File: src/rtl/scan_code_line_editor_defines.svh
// assertion macros for the scan code line editor
// no dependencies; included by the modules that carry checks
`ifndef SCAN_CODE_LINE_EDITOR_DEFINES_SVH
`define SCAN_CODE_LINE_EDITOR_DEFINES_SVH

`ifndef ASSERT_OFF

`define SCLE_ASSERT(label, clk, rst_n, prop, msg) \
  label: assert property (@(posedge clk) disable iff (!rst_n) prop) else $error(msg);

`define SCLE_ASSERT_NEVER(label, clk, rst_n, cond, msg) \
  label: assert property (@(posedge clk) disable iff (!rst_n) !(cond)) else $error(msg);

`else

`define SCLE_ASSERT(label, clk, rst_n, prop, msg)

`define SCLE_ASSERT_NEVER(label, clk, rst_n, cond, msg)

`endif

`endif

File: src/rtl/scle_pkg.sv
// shared types, codes and the scan code to character table
// no dependencies
package scle_pkg;

  localparam int unsigned DEF_LINE_DEPTH = 256;
  localparam int unsigned DEF_ROW_BYTES  = 160;
  localparam int unsigned DEF_ROWS       = 24;

  localparam int unsigned CODE_W = 8;
  localparam int unsigned CAP_W  = 9;
  localparam int unsigned ADDR_W = 12;
  localparam int unsigned DATA_W = 8;

  localparam logic [CAP_W-1:0]  CAP_RESET     = 9'd256;
  localparam logic [6:0]        KEY_ENTER     = 7'h1c;
  localparam logic [6:0]        KEY_BACKSPACE = 7'h0e;
  localparam logic [DATA_W-1:0] ATTR_WHITE    = 8'h07;
  localparam logic [DATA_W-1:0] CHAR_BLANK    = 8'h20;
  localparam logic [DATA_W-1:0] LINE_TERM     = 8'h00;

  typedef enum logic [1:0] {
    KIND_SCREEN    = 2'd0,
    KIND_LINE_CHAR = 2'd1,
    KIND_LINE_END  = 2'd2
  } kind_e;

  typedef struct packed {
    kind_e               kind;
    logic [ADDR_W-1:0]   addr;
    logic [DATA_W-1:0]   data;
  } res_t;

  // up to three writes caused by one key, in emit order
  typedef struct packed {
    logic [1:0]   cnt;
    res_t [2:0]   ent;
  } plan_t;

  function automatic logic [DATA_W-1:0] key_char(input logic [6:0] code);
    logic [DATA_W-1:0] ch;
    case (code)
      7'h02: ch = 8'h31;
      7'h03: ch = 8'h32;
      7'h04: ch = 8'h33;
      7'h05: ch = 8'h34;
      7'h06: ch = 8'h35;
      7'h07: ch = 8'h36;
      7'h08: ch = 8'h37;
      7'h09: ch = 8'h38;
      7'h0a: ch = 8'h39;
      7'h0b: ch = 8'h30;
      7'h0c: ch = 8'h2d;
      7'h0d: ch = 8'h3d;
      7'h0e: ch = 8'h08;
      7'h0f: ch = 8'h09;
      7'h10: ch = 8'h71;
      7'h11: ch = 8'h77;
      7'h12: ch = 8'h65;
      7'h13: ch = 8'h72;
      7'h14: ch = 8'h74;
      7'h15: ch = 8'h79;
      7'h16: ch = 8'h75;
      7'h17: ch = 8'h69;
      7'h18: ch = 8'h6f;
      7'h19: ch = 8'h70;
      7'h1a: ch = 8'h5b;
      7'h1b: ch = 8'h5d;
      7'h1c: ch = 8'h0a;
      7'h1e: ch = 8'h61;
      7'h1f: ch = 8'h73;
      7'h20: ch = 8'h64;
      7'h21: ch = 8'h66;
      7'h22: ch = 8'h67;
      7'h23: ch = 8'h68;
      7'h24: ch = 8'h6a;
      7'h25: ch = 8'h6b;
      7'h26: ch = 8'h6c;
      7'h27: ch = 8'h3b;
      7'h28: ch = 8'h27;
      7'h29: ch = 8'h60;
      7'h2b: ch = 8'h5c;
      7'h2c: ch = 8'h7a;
      7'h2d: ch = 8'h78;
      7'h2e: ch = 8'h63;
      7'h2f: ch = 8'h76;
      7'h30: ch = 8'h62;
      7'h31: ch = 8'h6e;
      7'h32: ch = 8'h6d;
      7'h33: ch = 8'h2c;
      7'h34: ch = 8'h2e;
      7'h35: ch = 8'h2f;
      7'h39: ch = 8'h20;
      default: ch = 8'h00;
    endcase
    return ch;
  endfunction

endpackage

File: src/rtl/scle_decode.sv
// key state, line length and screen cursor; turns one scan code into a write plan
// depends on scle_pkg and scan_code_line_editor_defines.svh
`include "scan_code_line_editor_defines.svh"

module scle_decode
  import scle_pkg::*;
#(
  parameter int unsigned LINE_DEPTH = DEF_LINE_DEPTH,
  parameter int unsigned ROW_BYTES  = DEF_ROW_BYTES,
  parameter int unsigned ROWS       = DEF_ROWS
) (
  input  logic              clk_i,
  input  logic              rst_ni,
  input  logic              commit_i,
  input  logic [CODE_W-1:0] code_i,
  input  logic [CAP_W-1:0]  cap_i,
  output plan_t             plan_o
);

  localparam int unsigned ScreenBytes = ROWS * ROW_BYTES;
  localparam int unsigned CurW = $clog2(ScreenBytes);
  localparam int unsigned ColW = $clog2(ROW_BYTES);
  localparam int unsigned LenW = $clog2(LINE_DEPTH);
  localparam int unsigned CmpW = ((LenW + 1) > CAP_W) ? (LenW + 1) : CAP_W;

  logic            await_q, await_d;
  logic [6:0]      held_q, held_d;
  logic [LenW-1:0] len_q, len_d;
  logic [CurW-1:0] cur_q, cur_d;
  logic [ColW-1:0] col_q, col_d;

  logic [CmpW-1:0] cap_x, cap_c;
  logic            room;
  logic [DATA_W-1:0] ch;
  logic [CurW-1:0] cur1, cur2;
  logic [ColW-1:0] col1, col2;
  logic [CurW:0]   row_next;
  logic [ColW:0]   col_back;

  function automatic logic [CurW-1:0] bump_cur(input logic [CurW-1:0] c);
    logic [CurW:0] n;
    n = (CurW+1)'(c) + (CurW+1)'(1);
    return (n == (CurW+1)'(ScreenBytes)) ? '0 : CurW'(n);
  endfunction

  function automatic logic [ColW-1:0] bump_col(input logic [ColW-1:0] c);
    logic [ColW:0] n;
    n = (ColW+1)'(c) + (ColW+1)'(1);
    return (n == (ColW+1)'(ROW_BYTES)) ? '0 : ColW'(n);
  endfunction

  // effective capacity, clamped to one..line depth
  always_comb begin
    cap_x = CmpW'(cap_i);
    if (cap_x == '0) begin
      cap_c = CmpW'(1);
    end else if (cap_x > CmpW'(LINE_DEPTH)) begin
      cap_c = CmpW'(LINE_DEPTH);
    end else begin
      cap_c = cap_x;
    end
    room = CmpW'(len_q) < (cap_c - CmpW'(1));
  end

  assign ch       = key_char(held_q);
  assign cur1     = bump_cur(cur_q);
  assign cur2     = bump_cur(cur1);
  assign col1     = bump_col(col_q);
  assign col2     = bump_col(col1);
  assign row_next = (CurW+1)'(cur_q) - (CurW+1)'(col_q) + (CurW+1)'(ROW_BYTES);
  // column two cells back, stepping into the row above when needed
  assign col_back = ((ColW+1)'(col_q) < (ColW+1)'(2))
                    ? (ColW+1)'(col_q) + (ColW+1)'(ROW_BYTES) - (ColW+1)'(2)
                    : (ColW+1)'(col_q) - (ColW+1)'(2);

  always_comb begin
    await_d = await_q;
    held_d  = held_q;
    len_d   = len_q;
    cur_d   = cur_q;
    col_d   = col_q;
    plan_o  = '0;
    for (int i = 0; i < 3; i++) begin
      plan_o.ent[i].kind = KIND_SCREEN;
    end

    if (!await_q) begin
      if (!code_i[CODE_W-1]) begin
        await_d = 1'b1;
        held_d  = code_i[6:0];
      end
    end else if (code_i[CODE_W-1]) begin
      await_d = 1'b0;
      if (held_q == KEY_ENTER) begin
        plan_o.cnt         = 2'd1;
        plan_o.ent[0].kind = KIND_LINE_END;
        plan_o.ent[0].addr = ADDR_W'(len_q);
        plan_o.ent[0].data = LINE_TERM;
        len_d = '0;
        col_d = '0;
        cur_d = (row_next >= (CurW+1)'(ScreenBytes)) ? '0 : CurW'(row_next);
      end else if (held_q == KEY_BACKSPACE) begin
        if (len_q != '0) begin
          len_d = len_q - LenW'(1);
          if ((CurW+1)'(cur_q) >= (CurW+1)'(2)) begin
            cur_d              = cur_q - CurW'(2);
            col_d              = ColW'(col_back);
            plan_o.cnt         = 2'd1;
            plan_o.ent[0].kind = KIND_SCREEN;
            plan_o.ent[0].addr = ADDR_W'(cur_q - CurW'(2));
            plan_o.ent[0].data = CHAR_BLANK;
          end
        end
      end else if (ch != '0 && room) begin
        plan_o.cnt         = 2'd3;
        plan_o.ent[0].kind = KIND_LINE_CHAR;
        plan_o.ent[0].addr = ADDR_W'(len_q);
        plan_o.ent[0].data = ch;
        plan_o.ent[1].kind = KIND_SCREEN;
        plan_o.ent[1].addr = ADDR_W'(cur_q);
        plan_o.ent[1].data = ch;
        plan_o.ent[2].kind = KIND_SCREEN;
        plan_o.ent[2].addr = ADDR_W'(cur1);
        plan_o.ent[2].data = ATTR_WHITE;
        len_d = len_q + LenW'(1);
        cur_d = cur2;
        col_d = col2;
      end
    end
  end

  always_ff @(posedge clk_i or negedge rst_ni) begin
    if (!rst_ni) begin
      await_q <= 1'b0;
      held_q  <= '0;
      len_q   <= '0;
      cur_q   <= '0;
      col_q   <= '0;
    end else if (commit_i) begin
      await_q <= await_d;
      held_q  <= held_d;
      len_q   <= len_d;
      cur_q   <= cur_d;
      col_q   <= col_d;
    end
  end

  `SCLE_ASSERT(a_release_clears_hold, clk_i, rst_ni, (commit_i && await_q && code_i[CODE_W-1]) |=> !await_q, "release beat did not clear held key")
  `SCLE_ASSERT_NEVER(a_col_in_row, clk_i, rst_ni, (ColW+1)'(col_q) >= (ColW+1)'(ROW_BYTES), "column ran past row end")

endmodule

File: src/rtl/scle_res_queue.sv
// result register: holds one key's writes and hands them out one beat at a time
// depends on scle_pkg and scan_code_line_editor_defines.svh
`include "scan_code_line_editor_defines.svh"

module scle_res_queue
  import scle_pkg::*;
(
  input  logic  clk_i,
  input  logic  rst_ni,
  input  logic  load_i,
  input  plan_t plan_i,
  output logic  free_o,
  output logic  out_valid_o,
  input  logic  out_ready_i,
  output res_t  ent_o,
  output logic  last_o
);

  logic [1:0] cnt_q, cnt_d;
  logic [1:0] idx_q, idx_d;
  res_t [2:0] ent_q;
  logic       pop;

  assign out_valid_o = cnt_q != 2'd0;
  assign last_o      = cnt_q == 2'd1;
  assign ent_o       = ent_q[idx_q];
  assign pop         = out_valid_o && out_ready_i;
  // takes a new plan while the final beat of the old one leaves
  assign free_o      = (cnt_q == 2'd0) || (last_o && out_ready_i);

  always_comb begin
    cnt_d = cnt_q;
    idx_d = idx_q;
    if (pop) begin
      cnt_d = cnt_q - 2'd1;
      idx_d = idx_q + 2'd1;
    end
    if (load_i) begin
      cnt_d = plan_i.cnt;
      idx_d = 2'd0;
    end
  end

  always_ff @(posedge clk_i or negedge rst_ni) begin
    if (!rst_ni) begin
      cnt_q <= 2'd0;
      idx_q <= 2'd0;
    end else begin
      cnt_q <= cnt_d;
      idx_q <= idx_d;
    end
  end

  always_ff @(posedge clk_i) begin
    if (load_i) begin
      ent_q <= plan_i.ent;
    end
  end

  `SCLE_ASSERT_NEVER(a_idx_in_range, clk_i, rst_ni, (3'(idx_q) + 3'(cnt_q)) > 3'd3, "result index past plan end")
  `SCLE_ASSERT(a_mid_plan_stays, clk_i, rst_ni, (pop && !last_o) |=> out_valid_o, "plan dropped before final beat")
  `SCLE_ASSERT(a_plan_starts_first, clk_i, rst_ni, $rose(out_valid_o) |-> (idx_q == 2'd0), "new plan not shown from first write")

endmodule

File: src/rtl/scan_code_line_editor.sv
// Scan code line editor: takes PS/2 set-1 bytes on the input channel and gives screen and
// line buffer writes on the output channel, one write per beat. A byte enters an input
// register, is decoded against the key state in one pass, and its writes (none, one or
// three) land together in a result register. A byte that causes at most one write is
// taken every cycle while the output channel is ready; a printable key makes three writes
// and holds the single output port until all three have left. The line capacity register
// is written through cfg_we_i.
// depends on scle_pkg, scle_decode and scle_res_queue

module scan_code_line_editor
  import scle_pkg::*;
#(
  parameter int unsigned LINE_DEPTH = DEF_LINE_DEPTH,
  parameter int unsigned ROW_BYTES  = DEF_ROW_BYTES,
  parameter int unsigned ROWS       = DEF_ROWS
) (
  input  logic              clk_i,
  input  logic              rst_ni,
  input  logic              cfg_we_i,
  input  logic [CAP_W-1:0]  cfg_wdata_i,
  input  logic              in_valid_i,
  output logic              in_ready_o,
  input  logic [CODE_W-1:0] scan_code_i,
  output logic              out_valid_o,
  input  logic              out_ready_i,
  output logic [1:0]        kind_o,
  output logic [ADDR_W-1:0] address_o,
  output logic [DATA_W-1:0] data_o,
  output logic              last_o
);

  logic [CAP_W-1:0]  cap_q;
  logic              in_vld_q;
  logic [CODE_W-1:0] code_q;
  logic              consume;
  logic              free;
  plan_t             plan;
  res_t              ent;

  always_ff @(posedge clk_i or negedge rst_ni) begin
    if (!rst_ni) begin
      cap_q <= CAP_RESET;
    end else if (cfg_we_i) begin
      cap_q <= cfg_wdata_i;
    end
  end

  // beats with no writes never wait on the result register
  assign consume    = in_vld_q && ((plan.cnt == 2'd0) || free);
  assign in_ready_o = !in_vld_q || consume;

  always_ff @(posedge clk_i or negedge rst_ni) begin
    if (!rst_ni) begin
      in_vld_q <= 1'b0;
    end else if (in_ready_o) begin
      in_vld_q <= in_valid_i;
    end
  end

  always_ff @(posedge clk_i) begin
    if (in_ready_o && in_valid_i) begin
      code_q <= scan_code_i;
    end
  end

  scle_decode #(
    .LINE_DEPTH (LINE_DEPTH),
    .ROW_BYTES  (ROW_BYTES),
    .ROWS       (ROWS)
  ) u_decode (
    .clk_i    (clk_i),
    .rst_ni   (rst_ni),
    .commit_i (consume),
    .code_i   (code_q),
    .cap_i    (cap_q),
    .plan_o   (plan)
  );

  scle_res_queue u_res_queue (
    .clk_i       (clk_i),
    .rst_ni      (rst_ni),
    .load_i      (consume && (plan.cnt != 2'd0)),
    .plan_i      (plan),
    .free_o      (free),
    .out_valid_o (out_valid_o),
    .out_ready_i (out_ready_i),
    .ent_o       (ent),
    .last_o      (last_o)
  );

  assign kind_o    = ent.kind;
  assign address_o = ent.addr;
  assign data_o    = ent.data;

endmodule
File: config.mk
export PLATFORM = sky130hd
export DESIGN_NAME = scan_code_line_editor
export DESIGN_NICKNAME = d
export VERILOG_FILES = /design/src/rtl/scle_pkg.sv /design/src/rtl/scle_decode.sv /design/src/rtl/scle_res_queue.sv /design/src/rtl/scan_code_line_editor.sv
export VERILOG_INCLUDE_DIRS = /design/src /design/src/rtl
export SDC_FILE = /design/constraint.sdc
export NUM_CORES = 1
export LEC_CHECK = 0
export BUFFER_PORTS_ARGS = -buffer_cell sky130_fd_sc_hd__clkbuf_2
export CAP_MARGIN = 5
export CORE_MARGIN = 1.5
export CORE_UTILIZATION = 60
export CTS_CLUSTER_DIAMETER = 150
export DETAILED_ROUTE_END_ITERATION = 8
export HOLD_SLACK_MARGIN = 0.08
export PLACE_DENSITY = 0.78
export SYNTH_ARGS = -nofsm -noshare
export SYNTH_HDL_FRONTEND = slang
export SYNTH_SLANG_ARGS = --single-unit
File: constraint.sdc
create_clock -name clk_i -period 4.9 [get_ports clk_i]
set_input_delay 0.49 -clock clk_i [delete_from_list [all_inputs] [get_ports clk_i]]
set_output_delay 0.49 -clock clk_i [all_outputs]
set_load 0.05 [all_outputs]
==> summary.md, run 1 <==
| Metric | Value |
|---|---|
| H-tree depth | 3 |
| Initial antenna violation count | 0 |
| Distinct cells, synth | 108 |
| Worst Setup End Kind | primary output |
| Type of origin of the critical path | flip-flop |
| Peak VDD IR | 273.8 uV |
| CTS max path bufs | 2 |
| Synth Area per Inst | 9.246 um2 |
| # IOs | 47 |
| Layout cells sized above 1 | 0.1379 |
| TritonCTS clock tree | yes |
| RSZ-0062 raised after global routing | false |
| Ratio of final minimum period to clock period | 0.9061 |
| Final hold vios | 0 |
| YS warnings | 0 |
| Nets | 1053 |
| First-pass GRT wire length | 35320 um |
| Root buffer cell | clkbuf_16 |
| Worst slew pin tran | 0.9265 ns |
| Cells resized by post-CTS repair | 0 |
| Synth-to-layout area growth | 6.201% |
| Fill cells | 1211 |
| Final worst-path setup slack | 0.4602 ns |
| Fin cells | 1156 |
| Buffer and inverter count on the worst path | 1 |
| Required @ worst endpoint | 4.41 ns |
| Global Route Usage Sum | 0.2787 |
| Die Span X | 124.5 um |
| Worst EP arrival | 3.95 ns |
| Vias in the first global route | 6916 |
| Status | finished, final reports clean |
| Largest net degree at the start of global routing | 60 |
| Die ar. | 15500 um2 |
| CTS Hold Buffers Added | 0 |
| Drt pass-1 iters | 6 |
| Tmin final | 4.440 ns |
| Antenna viol nets, final | 0 |
| Critical-path cell list | nor3_1 > nand3b_1 > nor2_1 > o21ai_0 > ha_1 > o21a_1 > a31oi_1 > ha_1 > a21oi_1 > nand2_1 > nor4_2 > o21a_1 > a21boi_1 > or3b_1 > clkbuf_2 |
| Total Wirelength | 21230 um |
| Cell Pwr Density | 610.5 nW/um2 |
| Cell Area, Synth | 8857 um2 |
| Ys flop type | edfxtp_1 |
| Max frequency | 225.2 MHz |
| TritonCTS Buffers | 9 |
| Site row count | 44 |
| DRC errors left | 0 |
| Worst Path Class, Setup | reg2out |
| Leak | 3.823 nW |
| Starting Density | 0.6117 |
| Max cap viols | 0 |
| CP delay by family, top | simple AND/OR/NAND/NOR gates |
| Worst reg-to-reg setup slack | 0.54 ns |
| Core area | 14480 um2 |
| Slowest Stage Delay on Critical Path | 0.46 ns |
| DIE HEIGHT | 124.5 um |
| Max-slew violations | 0 |
| RD Place Congestion | 0.9028 |
| RR Startpoint | cap_q[3] |
| Ys async rst share | 0.4505 |
| Post-route setup TNS | 0 ns |
| Slowest cell on crit path | or3b_1 |
| Post-synthesis register bit count | 111 |
| Crit path max fanout | 7 |
| Rel. slew slack | 0.3811 |
| Sequential cell area | 3084 um2 |
| Setup Slack @ Placement | 0.5780 ns |
| DR WL/cell | 18.37 um |
| Syn Nets | 1044 |
| Hold/Removal Path Class | in2async |
| Total vias in the final route | 7415 |
| Clk_lat worst skew | 0.37 ns |
| Clk_skew | 0.01602 ns |
| Clock-pin slew on the worst setup and hold paths | 0.07 ns |
| Initial DRC count | 746 |
| Number of synthesized flops with an enable pin | 61 |
| Worst setup path startpoint | cap_q[3] |
| Hpwl dp | 15410 um |
| Sequential share of the synthesized area | 0.3482 |
| Dpl cells | 1140 |
| I/O Buffers | 45 |
| Grt total ovfl | 0 |
| Via/cell ratio | 6.414 |
| Mapped Cells | 958 |
| Setup repair bufs after CTS | 0 |
| Final Setup Violations | 0 |
| Area used by multi-input combinational logic | 5286 um2 |
| Antenna cells | 0 |
| Sink Count | 111 |
cell usage after synthesis (11+ instances only):
cell type	count	share of area
nand3_1	23	0.013
and2_1	13	0.0092
clkbuf_1	29	0.012
nor2b_1	17	0.012
nor4_1	11	0.0078
a21oi_1	43	0.024
nor2_1	107	0.045
ha_1	62	0.088
mux2_2	20	0.025
a31oi_1	16	0.011
edfxtp_1	61	0.21
dfrtp_1	49	0.14
inv_1	42	0.018
nor3_1	18	0.010
o21ai_0	54	0.031
buf_2	12	0.0068
nand2_1	69	0.029
xnor2_1	36	0.036
mux2i_1	28	0.032
xor2_1	14	0.014
worst paths after layout:
check	endpoint	depth (start not counted)
min	cap_q[3]	2
max	in_ready_o	15
max in group asynchronous	u_decode.cur_q[3]	2
max reg2reg	u_res_queue.ent_q[23]	16
min in group clk_i	code_q[4]	1
min reg2reg	u_decode.held_q[5]	2
per-layer routing:
| metal | wire, um | track usage | vias up |
|---|---|---|---|
| li1 | - | - | 3559 |
| met1 | 9459 | 0.3905 | 3484 |
| met2 | 9664 | 0.4289 | 307 |
| met3 | 1489 | 0.05584 | 65 |
| met4 | 620 | 0.1034 | 0 |
| met5 | 0 | 0 | - |
report_power, final:
| part | switching [mW] | internal (mW) |
|---|---|---|
| logic | 2.06 | 1.20 |
| clock network | 0.370 | 0.436 |
| registers | 0.418 | 1.25 |
| total | 2.85 | 2.89 |
cells by family after synthesis:
group,synth area share
compound gates,0.1985
flops,0.3482
buf+inv,0.05566
simple gates,0.1906
xor+xnor,0.05382
mux,0.05961
fa+ha+maj,0.09323
other cells,0.0004234
registers in the layout, summed over array words and instances, names as in the netlist:
| register | cells |
|---|---|
| u_decode.cur_q | 12 |
| in_vld_q | 1 |
| u_decode.col_q | 8 |
| u_res_queue.ent_q | 53 |
| cap_q | 9 |
| u_decode.await_q | 1 |
| u_decode.held_q | 7 |
| code_q | 8 |
| u_res_queue.idx_q | 2 |
| u_decode.len_q | 8 |
| u_res_queue.cnt_q | 2 |
through the flow:
| stage | instance area (um2) | util | hold WS, ns | power (mW) |
|---|---|---|---|---|
| 2_1_floorplan | 8857 | - | 0.1944 | 4.167 |
| 3_3_place_gp | 9076 | 0.6269 | 0.4458 | 4.843 |
| 3_5_place_dp | 9076 | 0.6269 | 0.4520 | 4.890 |
| 4_1_cts | 9400 | 0.6492 | 0.2608 | 5.694 |
| 5_1_grt | 9407 | 0.6497 | 0.2827 | 6.138 |
| 6_report | 9407 | 0.6497 | 0.2437 | 5.742 |
worst reg2reg max path: cells and delay by family (launching register included):
kind	cells	cell delay, ns
buffers and inverters	2	0.80
DFF	1	0.43
adders and majority gates	2	0.54
AOI/OAI and AO/OA	6	1.13
and+or+nand+nor	6	1.18
cells in the final DEF (no fill, tap or decap), drive strengths merged, types with 28 or more instances in the layout:
cell and count:
nor2 108, nand2 70, ha 62, edfxtp 61, o21ai 58, clkbuf 55, dfrtp 49, inv 45
a21oi 43, xnor2 36, mux2i 28
final cells by class:
type	count	share of cell area
sequential	111	0.3279
multi-input combinational	744	0.5620
clock buffer	10	0.02660
clock inverter	6	0.007848
tap	184	0.02447
inverter	45	0.01849
timing repair buffer	56	0.03272
No activity file was read; power rests on OpenSTA's default activity.
==> run 2: changes to the inputs <==
- clock period: 4.9 -> 4.8 ns (I/O delays scaled with it)
==> run 2 against run 1 <==
Net effect:
- clock power increased by 2%
- final cell count barely moved
- cell area did not move
- power rose by 2.6%
- routed wire length is 2.1% higher
- combinational power rose by 3%
- via count is 1.1% higher
- largest power group unchanged
==> summary.md, run 2 (synthesized netlist as in run 1, its figures left out) <==
| Metric | Value |
|---|---|
| RSZ-0062 raised after global routing | false |
| Worst slew pin tran | 0.9344 ns |
| Total Wirelength | 21680 um |
| DIE HEIGHT | 124.5 um |
| I/O Buffers | 45 |
| Final worst-path setup slack | 0.4887 ns |
| Vias in the first global route | 7236 |
| Starting Density | 0.6117 |
| Post-layout util | 0.6497 |
| Core area | 14480 um2 |
| Final hold vios | 0 |
| Max reg flops | 53 |
| Root buffer cell | clkbuf_16 |
| Via/cell ratio | 6.489 |
| Hold/Removal Path Class | in2async |
| Clock-pin slew on the worst setup and hold paths | 0.07 ns |
| Largest registers | u_res_queue.ent_q x53, u_decode.cur_q x12, cap_q x9 |
| Worst setup path startpoint | cap_q[3] |
| Max cap viols | 0 |
| Clk_skew | 0.01349 ns |
| Tmin final | 4.311 ns |
| Dpl cells | 1139 |
| Largest Register | u_res_queue.ent_q |
| CTS Hold Buffers Added | 0 |
| RD Place Congestion | 0.9082 |
| Most common cell after layout, fill and taps aside | nor2_1 |
| Drt pass-1 iters | 5 |
| Worst Setup End Kind | primary output |
| # IOs | 47 |
| Clk_lat worst skew | 0.36 ns |
| Largest net degree at the start of global routing | 51 |
| DRC errors left | 0 |
| Sink Count | 111 |
| Layout cells sized above 1 | 0.1349 |
| Die Span X | 124.5 um |
| Antenna cells | 0 |
| Die ar. | 15500 um2 |
| Most frequent cells in the layout | nor2_1 (107), nand2_1 (69), ha_1 (62), edfxtp_1 (61), o21ai_0 (54) |
| Synth-to-layout area growth | 6.201% |
| Setup Slack @ Placement | 0.6288 ns |
| First-pass GRT wire length | 36390 um |
| Rel. slew slack | 0.3748 |
| Site row count | 44 |
| RR Startpoint | cap_q[3] |
| Worst Path Class, Setup | reg2out |
| Hpwl dp | 15590 um |
| Status | finished, final reports clean |
| Grt total ovfl | 0 |
| TritonCTS Buffers | 9 |
| Max frequency | 232.0 MHz |
| Type of origin of the critical path | flip-flop |
| H-tree depth | 3 |
| Leak | 3.819 nW |
| Nets | 1052 |
| CTS max path bufs | 2 |
| Final Setup Violations | 0 |
| Antenna viol nets, final | 0 |
| Peak VDD IR | 254.6 uV |
| Initial DRC count | 779 |
| Required @ worst endpoint | 4.32 ns |
| TritonCTS clock tree | yes |
| Crit path max fanout | 7 |
| Cell Pwr Density | 626.4 nW/um2 |
| Max-slew violations | 0 |
| Initial antenna violation count | 0 |
| Total vias in the final route | 7495 |
| DR WL/cell | 18.77 um |
| Fin cells | 1155 |
| Post-route setup TNS | 0 ns |
| Worst EP arrival | 3.83 ns |
| Final total power | 5.893 mW |
| Ratio of final minimum period to clock period | 0.8982 |
| Global Route Usage Sum | 0.2858 |
==> run 2: changes by cell type in the layout (fill, tap and decap cells not counted) <==
| cell | previous run | this run |
|---|---|---|
| buf_12 | 0 | 1 |
| clkinvlp_4 | 1 | 0 |
| bufinv_16 | 1 | 2 |
| buf_4 | 11 | 9 |
| clkbuf_1 | 0 | 2 |
| clkbuf_16 | 10 | 9 |
| inv_6 | 0 | 3 |
| clkinv_4 | 2 | 1 |
| clkinv_2 | 1 | 0 |
| inv_8 | 2 | 0 |
==> run 2: timing repair <==
action | 4_1_cts | 5_1_grt
endpoints found under the setup margin | 0 | 1
buffers inserted | 0 | 0
gates resized for setup | 0 | 1
hold endpoints to repair | 0 | 0
==> run 2: cell type report <==
type                    instances  area, um2
multi-input cells             744       5286
flip-flops and latches        111       3084
clock inverters                 5      86.33
inverters                      45      173.9
repair buffers                 55      312.8
clock buffers                  11      232.7
fillers                      1221       5072
well taps                     184      230.2
==> run 2: layer usage <==
layer,vias to the layer above,track usage,part of all wire
li1,3545,-,-
met1,3552,0.4000,0.44
met2,345,0.4499,0.46
met3,53,0.03995,0.070
met4,0,0.1136,0.026
met5,-,0,0
==> run 2: critical path, cell delays in order (launching register included) <==
cell	delay, ns
dfrtp_1	0.43
nor3_1	0.26
nand3b_1	0.15
nor2_1	0.11
o21ai_0	0.09
ha_1	0.28
o21a_1	0.14
a31oi_1	0.15
ha_1	0.26
a21oi_1	0.14
nand2_1	0.10
nor4_2	0.30
o21a_1	0.20
a21boi_1	0.16
or3b_1	0.45
clkbuf_2	0.26
==> run 2: through the flow <==
step / area [um2] / hold slack [ns]
floorplan: 8857 / 0.1844
global route: 9407 / 0.2763
finish: 9407 / 0.2373
global placement: 9081 / 0.4452
CTS: 9400 / 0.2663
detailed placement: 9081 / 0.4451
==> run 2: worst paths after layout <==
kind | end | slack, ns | cells after the start
worst max-delay path | in_ready_o | 0.49 | 15
worst min-delay path | cap_q[2] | 0.24 | 2
worst max register to register | u_res_queue.ent_q[23] | 0.61 | 16
worst min register to register | u_decode.held_q[0] | 0.47 | 2
max in group asynchronous | u_res_queue.idx_q[1] | 4.10 | 2
min in group clk_i | code_q[5] | 0.30 | 1
==> run 2: where the power goes <==
group	total [mW]	switching (mW)	internal [mW]
registers	1.70	0.425	1.28
clock network	0.822	0.358	0.464
logic	3.37	2.13	1.23
total	5.89	2.92	2.98
